<file path="src/design/roll_pitch_kalman_filter_macros.svh">
// ----------------------------------------------------------------------------
// Roll/pitch Kalman filter assertion macros
// Shared concurrent assertion forms, clocked on i_clk and held off in reset.
// ----------------------------------------------------------------------------
`ifndef ROLL_PITCH_KALMAN_FILTER_MACROS_SVH
`define ROLL_PITCH_KALMAN_FILTER_MACROS_SVH

// Consequent checked in the same cycle as the antecedent.
`define RPKF_ASSERT_NOW(label, ante, cons, msg) \
    label: assert property (@(posedge i_clk) disable iff (!i_rst_n) (ante) |-> (cons)) \
        else $error(msg);

// Consequent checked in the cycle after the antecedent.
`define RPKF_ASSERT_NEXT(label, ante, cons, msg) \
    label: assert property (@(posedge i_clk) disable iff (!i_rst_n) (ante) |=> (cons)) \
        else $error(msg);

`endif

</file>
<file path="src/design/rpkf_pkg.sv">
// ----------------------------------------------------------------------------
// Roll/pitch Kalman filter package
// Types, operation codes and fixed constants shared by the filter modules.
// ----------------------------------------------------------------------------
package rpkf_pkg;

    // Angle and unit constants (angles are Q3.28 radians).
    localparam logic signed [31:0] ANGLE_HALF_PI = 32'sd421657428;
    localparam logic signed [23:0] DEG_SCALE     = 24'sd3754936;
    localparam int HALF_CIRCLE_DEG = 180;
    localparam int DEG_LIMIT       = HALF_CIRCLE_DEG * 128;
    localparam logic signed [20:0] DEG_LIMIT_W   = 21'(DEG_LIMIT);

    // Last iteration indexes of the square root and the gain divider.
    localparam logic [4:0] SQRT_LAST = 5'd23;
    localparam logic [4:0] DIV_LAST  = 5'd30;

    // Configuration register indexes and reset values.
    localparam logic [1:0] CFG_TIME_STEP      = 2'd0;
    localparam logic [1:0] CFG_GYRO_VARIANCE  = 2'd1;
    localparam logic [1:0] CFG_ACCEL_VARIANCE = 2'd2;
    localparam logic [15:0] TIME_STEP_RST      = 16'd655;
    localparam logic [31:0] GYRO_VARIANCE_RST  = 32'd16777;
    localparam logic [31:0] ACCEL_VARIANCE_RST = 32'd503316;

    // Datapath operations.
    typedef logic [4:0] t_op;
    localparam t_op OP_NOP        = 5'd0;
    localparam t_op OP_SQ_AX      = 5'd1;
    localparam t_op OP_SQ_AZ      = 5'd2;
    localparam t_op OP_SQRT_INIT  = 5'd3;
    localparam t_op OP_SQRT_STEP  = 5'd4;
    localparam t_op OP_CORD_INIT  = 5'd5;
    localparam t_op OP_CORD_STEP  = 5'd6;
    localparam t_op OP_CORD_SAVE  = 5'd7;
    localparam t_op OP_PRED_MUL   = 5'd8;
    localparam t_op OP_PRED       = 5'd9;
    localparam t_op OP_DIV_INIT   = 5'd10;
    localparam t_op OP_DIV_STEP   = 5'd11;
    localparam t_op OP_DIFF       = 5'd12;
    localparam t_op OP_MUL_DLO    = 5'd13;
    localparam t_op OP_MUL_DHI    = 5'd14;
    localparam t_op OP_EST_SUM    = 5'd15;
    localparam t_op OP_EST        = 5'd16;
    localparam t_op OP_VAR_SUM    = 5'd17;
    localparam t_op OP_VAR        = 5'd18;
    localparam t_op OP_DEG_MUL    = 5'd19;
    localparam t_op OP_DEG        = 5'd20;
    localparam t_op OP_PUBLISH    = 5'd21;

    // Command from the controller to the datapath.
    typedef struct packed {
        logic       load;
        t_op        op;
        logic       axis;
        logic [4:0] idx;
    } t_cmd;

    // Status from the datapath to the controller.
    typedef struct packed {
        logic out_free;
    } t_status;

    typedef struct packed {
        logic signed [15:0] rate_x;
        logic signed [15:0] rate_y;
        logic signed [15:0] rate_z;
        logic signed [15:0] accel_x;
        logic signed [15:0] accel_y;
        logic signed [15:0] accel_z;
    } t_in_item;

    typedef struct packed {
        logic signed [15:0] roll_degrees;
        logic signed [15:0] pitch_degrees;
    } t_out_item;

    // CORDIC angle table, atan(2^-i) in Q3.28.
    function automatic logic signed [31:0] atan_entry(input logic [4:0] idx);
        logic signed [31:0] v;
        case (idx)
            5'd0:  v = 32'sd210828714;
            5'd1:  v = 32'sd124459457;
            5'd2:  v = 32'sd65760959;
            5'd3:  v = 32'sd33381290;
            5'd4:  v = 32'sd16755422;
            5'd5:  v = 32'sd8385879;
            5'd6:  v = 32'sd4193963;
            5'd7:  v = 32'sd2097109;
            5'd8:  v = 32'sd1048571;
            5'd9:  v = 32'sd524287;
            5'd10: v = 32'sd262144;
            5'd11: v = 32'sd131072;
            5'd12: v = 32'sd65536;
            5'd13: v = 32'sd32768;
            5'd14: v = 32'sd16384;
            5'd15: v = 32'sd8192;
            5'd16: v = 32'sd4096;
            5'd17: v = 32'sd2048;
            5'd18: v = 32'sd1024;
            5'd19: v = 32'sd512;
            5'd20: v = 32'sd256;
            5'd21: v = 32'sd128;
            5'd22: v = 32'sd64;
            5'd23: v = 32'sd32;
            5'd24: v = 32'sd16;
            5'd25: v = 32'sd8;
            5'd26: v = 32'sd4;
            5'd27: v = 32'sd2;
            5'd28: v = 32'sd1;
            default: v = 32'sd0;
        endcase
        return v;
    endfunction

endpackage

</file>
<file path="src/design/rpkf_controller.sv">
// ----------------------------------------------------------------------------
// Roll/pitch Kalman filter controller
// Sequences the datapath through square root, CORDIC and filter update steps.
// ----------------------------------------------------------------------------
module rpkf_controller #(
    parameter int CORDIC_STEPS = 24
) (
    input  logic              i_clk,
    input  logic              i_rst_n,
    input  logic              i_in_valid,
    output logic              o_in_ready,
    input  rpkf_pkg::t_status i_status,
    output rpkf_pkg::t_cmd    o_cmd
);

    localparam logic [4:0] S_IDLE      = 5'd0;
    localparam logic [4:0] S_SQ_AX     = 5'd1;
    localparam logic [4:0] S_SQ_AZ     = 5'd2;
    localparam logic [4:0] S_SQRT_INIT = 5'd3;
    localparam logic [4:0] S_SQRT      = 5'd4;
    localparam logic [4:0] S_CORD_INIT = 5'd5;
    localparam logic [4:0] S_CORD      = 5'd6;
    localparam logic [4:0] S_CORD_SAVE = 5'd7;
    localparam logic [4:0] S_PRED_MUL  = 5'd8;
    localparam logic [4:0] S_PRED      = 5'd9;
    localparam logic [4:0] S_DIV_INIT  = 5'd10;
    localparam logic [4:0] S_DIV       = 5'd11;
    localparam logic [4:0] S_DIFF      = 5'd12;
    localparam logic [4:0] S_MUL_DLO   = 5'd13;
    localparam logic [4:0] S_MUL_DHI   = 5'd14;
    localparam logic [4:0] S_EST_SUM   = 5'd15;
    localparam logic [4:0] S_EST       = 5'd16;
    localparam logic [4:0] S_VAR_SUM   = 5'd17;
    localparam logic [4:0] S_VAR       = 5'd18;
    localparam logic [4:0] S_DEG_MUL   = 5'd19;
    localparam logic [4:0] S_DEG       = 5'd20;
    localparam logic [4:0] S_PUBLISH   = 5'd21;

    localparam logic [4:0] CORD_LAST = 5'(CORDIC_STEPS - 1);

    logic [4:0] r_state, n_state;
    logic [4:0] r_cnt, n_cnt;
    logic       r_axis, n_axis;

    // Next state and command decode.
    always_comb begin
        n_state    = r_state;
        n_cnt      = r_cnt;
        n_axis     = r_axis;
        o_in_ready = 1'b0;
        o_cmd      = '0;
        o_cmd.axis = r_axis;
        o_cmd.idx  = r_cnt;
        case (r_state)
            S_IDLE: begin
                // The input stays closed while reset is held.
                o_in_ready = i_rst_n;
                if (i_in_valid && i_rst_n) begin
                    o_cmd.load = 1'b1;
                    n_state    = S_SQ_AX;
                end
            end
            S_SQ_AX: begin
                o_cmd.op = rpkf_pkg::OP_SQ_AX;
                n_state  = S_SQ_AZ;
            end
            S_SQ_AZ: begin
                o_cmd.op = rpkf_pkg::OP_SQ_AZ;
                n_state  = S_SQRT_INIT;
            end
            S_SQRT_INIT: begin
                o_cmd.op = rpkf_pkg::OP_SQRT_INIT;
                n_cnt    = '0;
                n_state  = S_SQRT;
            end
            S_SQRT: begin
                o_cmd.op = rpkf_pkg::OP_SQRT_STEP;
                if (r_cnt == rpkf_pkg::SQRT_LAST) begin
                    n_axis  = 1'b0;
                    n_state = S_CORD_INIT;
                end else begin
                    n_cnt = r_cnt + 5'd1;
                end
            end
            S_CORD_INIT: begin
                o_cmd.op = rpkf_pkg::OP_CORD_INIT;
                n_cnt    = '0;
                n_state  = S_CORD;
            end
            S_CORD: begin
                o_cmd.op = rpkf_pkg::OP_CORD_STEP;
                if (r_cnt == CORD_LAST) begin
                    n_state = S_CORD_SAVE;
                end else begin
                    n_cnt = r_cnt + 5'd1;
                end
            end
            S_CORD_SAVE: begin
                o_cmd.op = rpkf_pkg::OP_CORD_SAVE;
                n_axis   = ~r_axis;
                n_state  = r_axis ? S_PRED_MUL : S_CORD_INIT;
            end
            S_PRED_MUL: begin
                o_cmd.op = rpkf_pkg::OP_PRED_MUL;
                n_state  = S_PRED;
            end
            S_PRED: begin
                o_cmd.op = rpkf_pkg::OP_PRED;
                n_state  = S_DIV_INIT;
            end
            S_DIV_INIT: begin
                o_cmd.op = rpkf_pkg::OP_DIV_INIT;
                n_cnt    = '0;
                n_state  = S_DIV;
            end
            S_DIV: begin
                o_cmd.op = rpkf_pkg::OP_DIV_STEP;
                if (r_cnt == rpkf_pkg::DIV_LAST) begin
                    n_state = S_DIFF;
                end else begin
                    n_cnt = r_cnt + 5'd1;
                end
            end
            S_DIFF: begin
                o_cmd.op = rpkf_pkg::OP_DIFF;
                n_state  = S_MUL_DLO;
            end
            S_MUL_DLO: begin
                o_cmd.op = rpkf_pkg::OP_MUL_DLO;
                n_state  = S_MUL_DHI;
            end
            S_MUL_DHI: begin
                o_cmd.op = rpkf_pkg::OP_MUL_DHI;
                n_state  = S_EST_SUM;
            end
            S_EST_SUM: begin
                o_cmd.op = rpkf_pkg::OP_EST_SUM;
                n_state  = S_EST;
            end
            S_EST: begin
                o_cmd.op = rpkf_pkg::OP_EST;
                n_state  = S_VAR_SUM;
            end
            S_VAR_SUM: begin
                o_cmd.op = rpkf_pkg::OP_VAR_SUM;
                n_state  = S_VAR;
            end
            S_VAR: begin
                o_cmd.op = rpkf_pkg::OP_VAR;
                n_state  = S_DEG_MUL;
            end
            S_DEG_MUL: begin
                o_cmd.op = rpkf_pkg::OP_DEG_MUL;
                n_state  = S_DEG;
            end
            S_DEG: begin
                o_cmd.op = rpkf_pkg::OP_DEG;
                n_axis   = ~r_axis;
                n_state  = r_axis ? S_PUBLISH : S_PRED_MUL;
            end
            S_PUBLISH: begin
                // Wait until the output register can take the new result.
                if (i_status.out_free) begin
                    o_cmd.op = rpkf_pkg::OP_PUBLISH;
                    n_state  = S_IDLE;
                end
            end
            default: begin
                n_state = S_IDLE;
            end
        endcase
    end

    // State registers.
    always_ff @(posedge i_clk) begin
        if (!i_rst_n) begin
            r_state <= S_IDLE;
            r_cnt   <= '0;
            r_axis  <= 1'b0;
        end else begin
            r_state <= n_state;
            r_cnt   <= n_cnt;
            r_axis  <= n_axis;
        end
    end

endmodule

</file>
<file path="config.mk">
export PLATFORM = sky130hd
export DESIGN_NAME = rpkf_controller
export DESIGN_NICKNAME = d
export VERILOG_FILES = /design/src/design/roll_pitch_kalman_filter_macros.svh /design/src/design/rpkf_pkg.sv /design/src/design/rpkf_controller.sv
export SDC_FILE = /design/constraint.sdc
export NUM_CORES = 1
export LEC_CHECK = 0
export BUFFER_PORTS_ARGS = -buffer_cell sky130_fd_sc_hd__buf_2
export CAP_MARGIN = 20
export CORE_MARGIN = 8
export CORE_UTILIZATION = 50
export CTS_CLUSTER_DIAMETER = 80
export CTS_CLUSTER_SIZE = 10
export DETAILED_ROUTE_END_ITERATION = 10
export HOLD_SLACK_MARGIN = 0.1
export PLACE_DENSITY = 0.68
export SYNTH_ARGS = -nofsm -noshare
export SYNTH_HDL_FRONTEND = slang
export SYNTH_SLANG_ARGS = --single-unit
</file>
<file path="constraint.sdc">
create_clock -name i_clk -period 5.1 [get_ports i_clk]
set_clock_uncertainty 0.15 [all_clocks]
set_input_delay 0.255 -clock i_clk [delete_from_list [all_inputs] [get_ports i_clk]]
set_output_delay 0.255 -clock i_clk [all_outputs]
set_load 0.01 [all_outputs]
</file>
[Word-level counts from Yosys, hierarchy flattened]
Index checks and enable logic that the tools add are counted.
Operators by class
  add/sub/neg operators: 1
  eq/ne operators: 30
  mux-type cells: 18
  bitwise logic cells: 1
  reduce and logical (&&, ||, !) cells: 10
Operators with widths (count)
  5-bit case mux with 22 select lines: 1
  5-bit case mux with 21 select lines: 1
  5-bit two-way mux: 9
  5-bit by 4-bit equality test with 1-bit output (second input constant): 8
  5-bit equality test (second input constant): 8
  5-bit by 3-bit equality test with 1-bit output (second input constant): 4
  5-bit case mux with 3 select lines: 1
  2-bit inequality test (second input constant): 7
  5-bit by 2-bit equality test with 1-bit output (second input constant): 2
  5-bit by 1-bit adder with 5-bit output (second input constant): 1
  5-bit by 1-bit equality test with 1-bit output (second input constant): 1
  5-bit logical NOT: 1
  5-bit AND reduction: 1
  1-bit two-way mux: 4
  4-bit two-way mux: 1
  2-bit OR reduction: 2
  3-bit AND reduction: 1
  3-bit nonzero test: 1
  3-bit OR reduction: 1
  1-bit case mux with 2 select lines: 1
  2-bit AND reduction: 1
  2-bit nonzero test: 1
  1-bit logical AND: 1
  1-bit NOT: 1
Storage, ports and cells
  flip-flop bits (word level): 11
  input bits: 4
  output and inout port bits: 13
  logic and storage cells: 63

[Depth between registers and ports, before layout]
  depth in word-level cells: 4
  gate-level depth with buffers: 6
  depth with buffers taken out: 6

[Worst setup path after synthesis]
No wires, ideal clock.
  path type: register to register
  start point: register r_cnt[0]
  end point: register r_cnt[0]
  library setup time: 0.134 ns
  arrival time: 1.549 ns
  required time: 4.816 ns
  setup slack: 3.267 ns
  stages on the path, launching flop included: 7
  path buffers: 0
  clock period less this slack: 1.833 ns
  cell sequence: dfxtp_1 -> inv_1 -> ha_1 -> and4_1 -> a31o_2 -> o311ai_0 -> o31ai_1
Between the ends
  word-level cells in the longest chain between the ends: 3
  elaborated cells between the ends (all ways): 9
  classes of those cells: add/sub (1); eq/ne (4); mux (3); reduce/logical (1)
Ends and longest elaborated chain
  start, declared: RTL line rpkf_controller.sv:42  | logic [4:0] r_cnt, n_cnt;
  start signal, assigned: RTL line rpkf_controller.sv:182  | r_cnt <= n_cnt;
  5-bit by 1-bit adder with 5-bit output (tied with other cells): RTL line rpkf_controller.sv:82, rpkf_controller.sv:95, rpkf_controller.sv:121
  5-bit two-way mux (tied with other cells): RTL line rpkf_controller.sv:118  | if (r_cnt == rpkf_pkg::DIV_LAST) begin
  5-bit case mux with 3 select lines / 3-bit AND reduction (equally long branches)
Several ways; a longest one is shown, not always the timed one. The select of a mux whose other input is x is not followed.
A chain may end at the register's enable or synchronous reset.

[Worst setup path after layout]
  start point: register r_state[4]
  end point: register r_state[4]
Between the ends
  word-level cells in the longest chain between the ends: 3
  elaborated cells between the ends (all ways): 29
  classes of those cells: eq/ne (26); mux (1); reduce/logical (2)
Ends and longest elaborated chain
  start, declared: RTL line rpkf_controller.sv:41  | logic [4:0] r_state, n_state;
  start signal, assigned: RTL line rpkf_controller.sv:181  | r_state <= n_state;
  5-bit by 4-bit equality test with 1-bit output (tied with other cells): RTL line rpkf_controller.sv:54  | case (r_state)
  2-bit inequality test (no line)
  5-bit AND reduction (no line)
Several ways; a longest one is shown, not always the timed one.

==> summary.txt <==
Status
  • Status: finished, final reports clean

Place
  • GP Congestion: 0.876
  • HPWL Detailed: 1.94 mm
  • I/O Buffers: 16
  • Place WS: 2950 ps
  • DP Cell Count: 162

Synthesis
  • Ys async rst share: 0%
  • Syn Nets: 137
  • Syn Inst Count: 131
  • Synthesized area: 1050 sq um
  • Synthesized area per cell: 8.05 sq um
  • Post-synthesis sequential area ratio: 20.9%
  • Cell with the most instances after synthesis: dfxtp_1
  • Synth area leaders: dfxtp_1 21%, nand2_1 3.6%, a21oi_1 2.8%
  • Post-synth top cells: 11 x dfxtp_1, 10 x nand2_1, 7 x inv_1, 7 x nor2_1, 6 x a21oi_1
  • Synth area leader: dfxtp_1
  • Share of the synthesized area in the top cell type: 20.9%
  • Main synth FF type: dfxtp_1
  • YS warnings: 0
  • Unique masters post-synth: 58
  • Synth Register Bits: 11
  • Post-synth EDFFs: 0

Layout
  • Fin cells: 166
  • Final net count: 146
  • Area grow syn2layout: 6.17%
  • Ratio of cells with drive above 1 in the final layout: 21.6%
  • Ant. Diodes: 0

Critical path
  • Buf/Inv on CP: 1
  • Data arrival time of the worst path: 2220 ps
  • Critical Path Start Type: flop
  • Element type at the critical path end: flop
  • CP max-delay cell: dfxtp_1
  • Kind of critical path: reg2reg
  • Crit Path Max Fanout: 20
  • Crit path cell chain: inv_1, o32ai_2, nand2_1, a2111oi_2
  • Cell family with most CP delay: flip-flops
  • Slowest stage delay, CP: 770 ps
  • Worst Path Required: 5110 ps

Clock network
  • CTS hold repair buffers: 0
  • Clock sink total: 11
  • Clk root buf: clkbuf_4
  • Clock Tree Buf Depth: 2
  • Num CTS Buffers: 3
  • Resized cells post-CTS: 0
  • Postcts setup bufs: 0
  • H-tree levels: 1
  • Clock Pin Slew Worst Setup and Hold Paths: 80 ps
  • TritonCTS clock tree: yes
  • Worst skew pair latency: 270 ps

Drt
  • Final WL: 2.73 mm
  • Drt drc: 0
  • Initial DRC count: 97
  • First-pass DRT Iterations: 4
  • ANT nets after route: 0
  • DR vias/cell: 6.40
  • Vias: 1063
  • Wire length per cell: 16.4 um

Power
  • Peak VDD IR: 295 uV
  • Power Total: 475 uW
  • PD cells: 424 nW/um^2
  • Leakage Power: 0.000445 uW

Timing
  • Slew headroom: 51.2%
  • Final Cycle Share: 43.4%
  • Fin. max-slew vios: 0
  • Slew @ Worst Pin: 731 ps
  • Fin. Hold Viols: 0
  • RSZ-0062 raised after global routing: no
  • Fmax: 452 MHz
  • Hold_ws: 185 ps
  • Setup slack after layout: 2890 ps
  • Final setup TNS: 0 ps
  • Min Tclk post-route: 2210 ps
  • Setup-failing EPs final: 0

Global route
  • Total global-route track usage: 14.4%
  • Pin count of the biggest net entering global routing: 22
  • Remaining Overflow, GRT: 0
  • Initial antenna violation count: 0
  • First-pass GRT wire length: 4.33 mm
  • Via count of the first global-routing pass: 911

Worst hold path
  • Hold Crit Class: in2reg

Die
  • Die area: 3840 sq um
  • Core area: 1980 sq um
  • Die height: 61.9 um
  • Row Count: 16
  • Initial Util: 53.2%
  • IO Count: 17
  • Die Width: 61.9 um

Job
  • Max Cap Viol: 0
==> path summary, 6_finish.rpt <==
kind	cells past startpoint	endpoint	startpoint	slack (ps)
max reg2reg	4	r_state[4]$_SDFFE_PN0P_	r_state[4]$_SDFFE_PN0P_	2890
max	4	r_state[4]$_SDFFE_PN0P_	r_state[4]$_SDFFE_PN0P_	2890
min reg2reg	2	r_cnt[3]$_SDFFE_PN0P_	r_cnt[3]$_SDFFE_PN0P_	370
min	2	r_state[2]$_SDFFE_PN0P_	i_rst_n	190
==> sequential cells by signal, indices dropped and copies added, names as in the netlist <==
name / cells
r_cnt: 5
r_state: 5
r_axis: 1
==> per-stage QoR <==
| step | cell area, sq um | utilization, % |
|---|---|---|
| 2_1_floorplan | 1050 | - |
| 5_1_grt | 1120 | 56.5 |
| 4_1_cts | 1120 | 56.5 |
| 6_report | 1120 | 56.5 |
| 3_3_place_gp | 1090 | 55.2 |
| 3_5_place_dp | 1090 | 55.2 |
==> layout by cell type (no fill, tap or decap), drive strengths merged, types with 2 or more instances in the layout <==
| cell | Yosys | layout |
|---|---|---|
| a221oi | 3 | 3 |
| o221ai | 2 | 2 |
| o32ai | 2 | 2 |
| a21oi | 6 | 6 |
| inv | 7 | 7 |
| nor2 | 8 | 8 |
| nand3 | 3 | 3 |
| nor3b | 3 | 3 |
| nand2b | 4 | 4 |
| nor2b | 2 | 2 |
| dfxtp | 11 | 11 |
| ha | 2 | 2 |
| a311oi | 2 | 2 |
| o21ai | 5 | 5 |
| a31oi | 3 | 3 |
| buf | 8 | 16 |
| nand4 | 4 | 4 |
| a2111oi | 2 | 2 |
| a211oi | 3 | 3 |
| clkbuf | 4 | 4 |
| nand2 | 10 | 10 |
| nor3 | 4 | 4 |
| o31ai | 3 | 3 |
| and2 | 3 | 3 |
==> where the power goes <==
group / total, uW / switching [uW] / internal (uW)
logic: 242 / 130 / 112
clock network: 61.4 / 31.2 / 30.2
registers: 171 / 68.4 / 103
==> routing by layer <==
layer / part of all wire (%) / GRT usage [%] / up-vias
li1: - / - / 519
met1: 46 / 21.2 / 487
met2: 42 / 20.7 / 53
met3: 11 / 3.29 / 4
met4: 0.88 / 2.60 / 0
met5: 0 / 0 / -
==> final cells by class <==
cell class	count	area, sq um
fill	187	862
multi-input combinational	101	733
sequential	11	220
timing repair buffer	16	80.1
tap	27	33.8
clock buffer	4	26.3
inverter	7	26.3
==> cell families (layout without fill, tap and decap cells) <==
group	Yosys count	in the layout	synth area share, %
buffers and inverters	19	27	9.61
DFF	11	11	20.9
AOI/OAI and AO/OA	44	44	33.2
muxes	1	1	0.949
and+or+nand+nor	53	53	32.1
adders and majority gates	2	2	2.37
xor gates and xnor gates	1	1	0.831
==> worst register-to-register path, stage by stage, from the launching register on <==
cell and delay, ps:
dfxtp_1 770, inv_1 310, o32ai_2 430, nand2_1 150, a2111oi_2 300
Note: power is estimated with default switching activity, not from simulation.
